File: src/rtl/core/camera_view_projection_macros.svh
// assertion macros for the camera view projection block
`ifndef CAMERA_VIEW_PROJECTION_MACROS_SVH
`define CAMERA_VIEW_PROJECTION_MACROS_SVH

`ifndef SYNTHESIS

`define CVP_ASSERT_SAME(lbl, ante, cons) \
	lbl: assert property (@(posedge clk) disable iff (!arst_n) (ante) |-> (cons)) \
		else $error("cvp check failed");

`define CVP_ASSERT_NEXT(lbl, ante, cons) \
	lbl: assert property (@(posedge clk) disable iff (!arst_n) (ante) |=> (cons)) \
		else $error("cvp check failed");

`else

`define CVP_ASSERT_SAME(lbl, ante, cons)
`define CVP_ASSERT_NEXT(lbl, ante, cons)

`endif

`endif

File: src/rtl/core/cvp_pkg.sv
package cvp_pkg;

	localparam int TrigFrac   = 14;
	localparam int RotW       = 37;
	localparam int NumW       = 48;
	localparam int MagW       = 63;
	localparam int DenW       = 37;
	localparam int DivStages  = MagW;
	localparam int QueueDepth = 4;
	localparam int QueuePtrW  = 2;
	localparam int QueueCntW  = 3;

	localparam logic [2:0] REG_CAM_X     = 3'd0;
	localparam logic [2:0] REG_CAM_Y     = 3'd1;
	localparam logic [2:0] REG_CAM_Z     = 3'd2;
	localparam logic [2:0] REG_COS_YAW   = 3'd3;
	localparam logic [2:0] REG_SIN_YAW   = 3'd4;
	localparam logic [2:0] REG_COS_PITCH = 3'd5;
	localparam logic [2:0] REG_SIN_PITCH = 3'd6;
	localparam logic [2:0] REG_FOCAL     = 3'd7;

	localparam logic signed [64:0] SCREEN_X_OFS = 65'sd62914560;
	localparam logic signed [64:0] SCREEN_Y_OFS = 65'sd35389440;

	typedef struct packed {
		logic signed [31:0] cam_x;
		logic signed [31:0] cam_y;
		logic signed [31:0] cam_z;
		logic signed [15:0] cos_yaw;
		logic signed [15:0] sin_yaw;
		logic signed [15:0] cos_pitch;
		logic signed [15:0] sin_pitch;
		logic [9:0]         focal;
	} cvp_cfg_t;

	typedef struct packed {
		logic signed [RotW-1:0] rx;
		logic signed [RotW-1:0] ry;
		logic signed [RotW-1:0] rz;
	} cvp_view_t;

	typedef struct packed {
		logic [QueueCntW-1:0] cnt;
		logic                 full;
		logic                 empty;
	} cvp_qstat_t;

	typedef struct packed {
		logic        sx;
		logic        sy;
		logic [31:0] dep;
	} cvp_sb_t;

	function automatic logic [31:0] sat32(input logic signed [64:0] v);
		logic [31:0] r;
		if (v > 65'sd2147483647) begin
			r = 32'h7fffffff;
		end else if (v < -65'sd2147483648) begin
			r = 32'h80000000;
		end else begin
			r = v[31:0];
		end
		return r;
	endfunction

endpackage

File: src/rtl/core/cvp_queue.sv
module cvp_queue (
	input  logic                clk,
	input  logic                arst_n,
	input  logic                push,
	input  cvp_pkg::cvp_view_t  wr_data,
	input  logic                pop,
	output cvp_pkg::cvp_view_t  rd_data,
	output cvp_pkg::cvp_qstat_t stat
);

	cvp_pkg::cvp_view_t mem_q [cvp_pkg::QueueDepth];
	logic [cvp_pkg::QueuePtrW-1:0] wr_q, rd_q;
	logic [cvp_pkg::QueueCntW-1:0] cnt_q;

	always_ff @(posedge clk or negedge arst_n) begin
		if (!arst_n) begin
			wr_q  <= '0;
			rd_q  <= '0;
			cnt_q <= '0;
		end else begin
			if (push) begin
				wr_q <= wr_q + 1'b1;
			end
			if (pop) begin
				rd_q <= rd_q + 1'b1;
			end
			if (push && !pop) begin
				cnt_q <= cnt_q + 1'b1;
			end else if (pop && !push) begin
				cnt_q <= cnt_q - 1'b1;
			end
		end
	end

	always_ff @(posedge clk) begin
		if (push) begin
			mem_q[wr_q] <= wr_data;
		end
	end

	assign rd_data    = mem_q[rd_q];
	assign stat.cnt   = cnt_q;
	assign stat.full  = (cnt_q == cvp_pkg::QueueCntW'(cvp_pkg::QueueDepth));
	assign stat.empty = (cnt_q == '0);

endmodule

File: config.mk
export PLATFORM = sky130hd
export DESIGN_NAME = cvp_queue
export DESIGN_NICKNAME = d
export VERILOG_FILES = /design/src/rtl/core/camera_view_projection_macros.svh /design/src/rtl/core/cvp_pkg.sv /design/src/rtl/core/cvp_queue.sv
export SDC_FILE = /design/constraint.sdc
export NUM_CORES = 1
export LEC_CHECK = 0
export ABC_AREA = 1
export BUFFER_PORTS_ARGS = -buffer_cell sky130_fd_sc_hd__buf_2
export CORE_UTILIZATION = 40
export CTS_CLUSTER_SIZE = 12
export DETAILED_ROUTE_END_ITERATION = 7
export PLACE_DENSITY = 0.67
export SLEW_MARGIN = 5
export SYNTH_ARGS = -nofsm -noshare
export SYNTH_HDL_FRONTEND = slang
export SYNTH_SLANG_ARGS = --single-unit
File: constraint.sdc
create_clock -name clk -period 3.9 [get_ports clk]
set_input_delay 0.195 -clock clk [delete_from_list [all_inputs] [get_ports clk]]
set_output_delay 0.195 -clock clk [all_outputs]
set_load 0.01 [all_outputs]
==> qor.txt <==
Outcome: finished, final reports clean
Initial core utilization: 40.8%
CTS clk-pin slew, worst paths: 60 ps
Hold Crit Start: wr_data[65]
Setup Skew: 14.8 ps
Seq/Total Area, Yosys: 74.6%
Most frequent cells in the layout: 444 x edfxtp_1, 346 x nand2_1, 230 x buf_2, 229 x inv_1, 212 x o211ai_1
Cell Pwr Density: 727 mW/mm^2
Syn Nets: 1,464
Clk root buf: clkbuf_16
Worst setup path startpoint: rd_q[1]$_DFFE_PN0P_
Yosys cell types: 19
Post-detail-place hpwl: 19.8 mm
Area grow syn2layout: 22.8%
Number of port buffers: 230
Psw: 0.00554 W
Clock share of power: 26.0%
Reg power frac: 40.6%
Vias post-DR: 10,900
Least-Margin Pin Slew: 940 ps
Leading area contributor after synthesis: edfxtp_1
Top layer in use: met5
Wire per inst: 16.0 microns
Clock buffer depth: 3
Critical Path Fanout Max: 85
Worst Setup End Kind: primary output
Post-Place Cells: 2,102
Core footprint: 0.0444 sq mm
Total GRT Usage: 16.2%
Met1 Wirelength: 16.0 mm
Worst hold path class: input pin to flip-flop
Clk_lat worst skew: 560 ps
Final Cycle Share: 65.9%
Fin util: 50.1%
Gpl congestion: 0.735
Final hold vios: 0
Gr ovfl total: 0
Post-route ant nets: 0
Routed WL: 36.8 mm
FP Rows: 77
Commonest non-fill, non-tap cell in the layout: edfxtp_1
Vias in the first global route: 10,800
Bufs and invs on worst path: 3
Iteration-0 DRC Markers: 570
Mapped cell area: 0.0181 sq mm
Share of the synthesized area in the top cell type: 73.6%
Layout cell share with drive strength beyond 1: 18.7%
CTS tree: done
Pin count of the biggest net entering global routing: 205
Synthesis-stage register bit count: 451
Combinational Power Share: 33.4%
Net Sw Frac: 34.3%
CP top delay family: buffers and inverters
Num ports: 231
Peak supply drop: 0.607 mV
Critical path arrival: 2370 ps
Largest cells by area after synthesis: edfxtp_1 74%, o211ai_1 8.8%, nand2_1 7.2%
Resized cells post-CTS: 0
Final critical-path required period: 2570 ps
Die W: 215 microns
Max Cap Violations: 0
Synthesized area per cell: 13.5 sq um
Slew margin rel.: 37.4%
Worst path max stage delay: 510 ps
Initial antenna violation count: 4
Post-CTS Setup Bufs: 0
Setup TNS: 0 ps
Worst EP required: 3700 ps
Synthesis Warnings: 0
Final nets: 1,796
Leakage power: 8.87 nW
Non-Filler Instances: 2,300
RSZ-0062 raised after global routing: false
Final setup fails: 0
Crit start category: flip-flop
DIE AREA: 0.0461 sq mm
DP Area: 0.0196 sq mm
Crit-path slowest cell: dfrtp_4
Max Slew Vio Count: 0
Fmax: 389 MHz
WL met2: 18.2 mm
CTS Buf Count: 48
Via/cell ratio: 4.73
Drt first pass iters: 5
Die height: 215 microns
DR WL met3: 1.74 mm
Syn Inst Count: 1,343
Clk sinks: 451
DRC Markers: 0
Crit-path cells: inv_4 -> buf_12 -> o211ai_1 -> nand2_1 -> buf_2
Hold buffers post-CTS: 115
Critical path type: flip-flop to primary output
Fin area: 0.0222 sq mm
Internal power: 0.0106 W
First-pass GRT wire length: 58.4 mm
Worst r2r src: wr_q[1]$_DFFE_PN0P_
H-tree lvl count: 2
==> state kept, by name, summed over array words and instances (netlist names) <==
signal,count
mem_q,444
cnt_q,3
rd_q,2
wr_q,2
==> per-stage QoR <==
step                      setup WS [ps]  power [W]  hold WS [ps]
after detailed placement           1720     0.0121          52.2
after floorplan                     614     0.0104          -101
after global placement             1720     0.0120          42.4
after CTS                          1250     0.0164           341
after global routing               1180     0.0172           358
final                              1330     0.0162           387
==> cell usage after synthesis <==
library cell	count
xnor2_1	1
nand3_1	1
buf_6	22
inv_1	233
dfrtp_1	7
nand4_1	1
nor3_1	2
edfxtp_1	444
o211ai_2	10
ha_1	5
inv_2	1
fa_1	1
o211ai_1	212
xor2_1	3
o21ai_1	1
buf_4	26
buf_2	21
nand2_1	346
clkbuf_1	6
==> worst paths after layout <==
kind / endpoint / slack (ps) / cells after the start
hold reg to reg: cnt_q[2]$_DFFE_PN0P_ / 540 / 2
hold / removal: mem_q[2][65]$_DFFE_PP_ / 390 / 2
setup reg to reg: mem_q[1][109]$_DFFE_PP_ / 1780 / 5
setup / recovery: rd_data[50] / 1330 / 5
max in group asynchronous: rd_q[0]$_DFFE_PN0P_ / 2930 / 3
min in group asynchronous: wr_q[0]$_DFFE_PN0P_ / 650 / 3
==> power groups by stage <==
stage,clock [W],sequential [W],combinational [W]
after floorplan,0,0.00670,0.00371
after global placement,0,0.00664,0.00534
after detailed placement,0,0.00668,0.00543
after CTS,0.00433,0.00658,0.00554
after global routing,0.00450,0.00664,0.00603
final,0.00420,0.00657,0.00540
==> layer usage <==
layer	GRT usage (%)	vias up
met5	0	-
met2	28.0	235
met4	5.31	6
met3	3.17	62
li1	-	5331
met1	20.3	5235
==> area by class of cell <==
class	instances	area, sq um
Multi-Input combinational cell	583	3160
Timing Repair Buffer	357	2490
Antenna cell	1	2.50
Clock inverter	17	128
Clock buffer	65	1320
Fill cell	3784	22200
Sequential cell	451	13500
Inverter	234	891
Tap cell	592	741
==> cells by family (layout without fill, tap and decap cells) <==
logic type | Yosys count | in the layout | synth area share, %
buffers and inverters | 309 | 673 | 8.00
xor gates and xnor gates | 4 | 4 | 0.193
AOI/OAI and AO/OA | 223 | 223 | 9.50
other | 0 | 1 | 0
DFF | 451 | 451 | 74.6
and+or+nand+nor | 350 | 350 | 7.29
adders and majority gates | 6 | 6 | 0.456
==> worst reg2reg max path, stage by stage (launching register included) <==
cell and delay (ps):
dfrtp_1 400, inv_1 110, ha_1 150, nand2_1 80, inv_4 520, buf_4 500
Note: power is estimated with default switching activity, not from simulation.
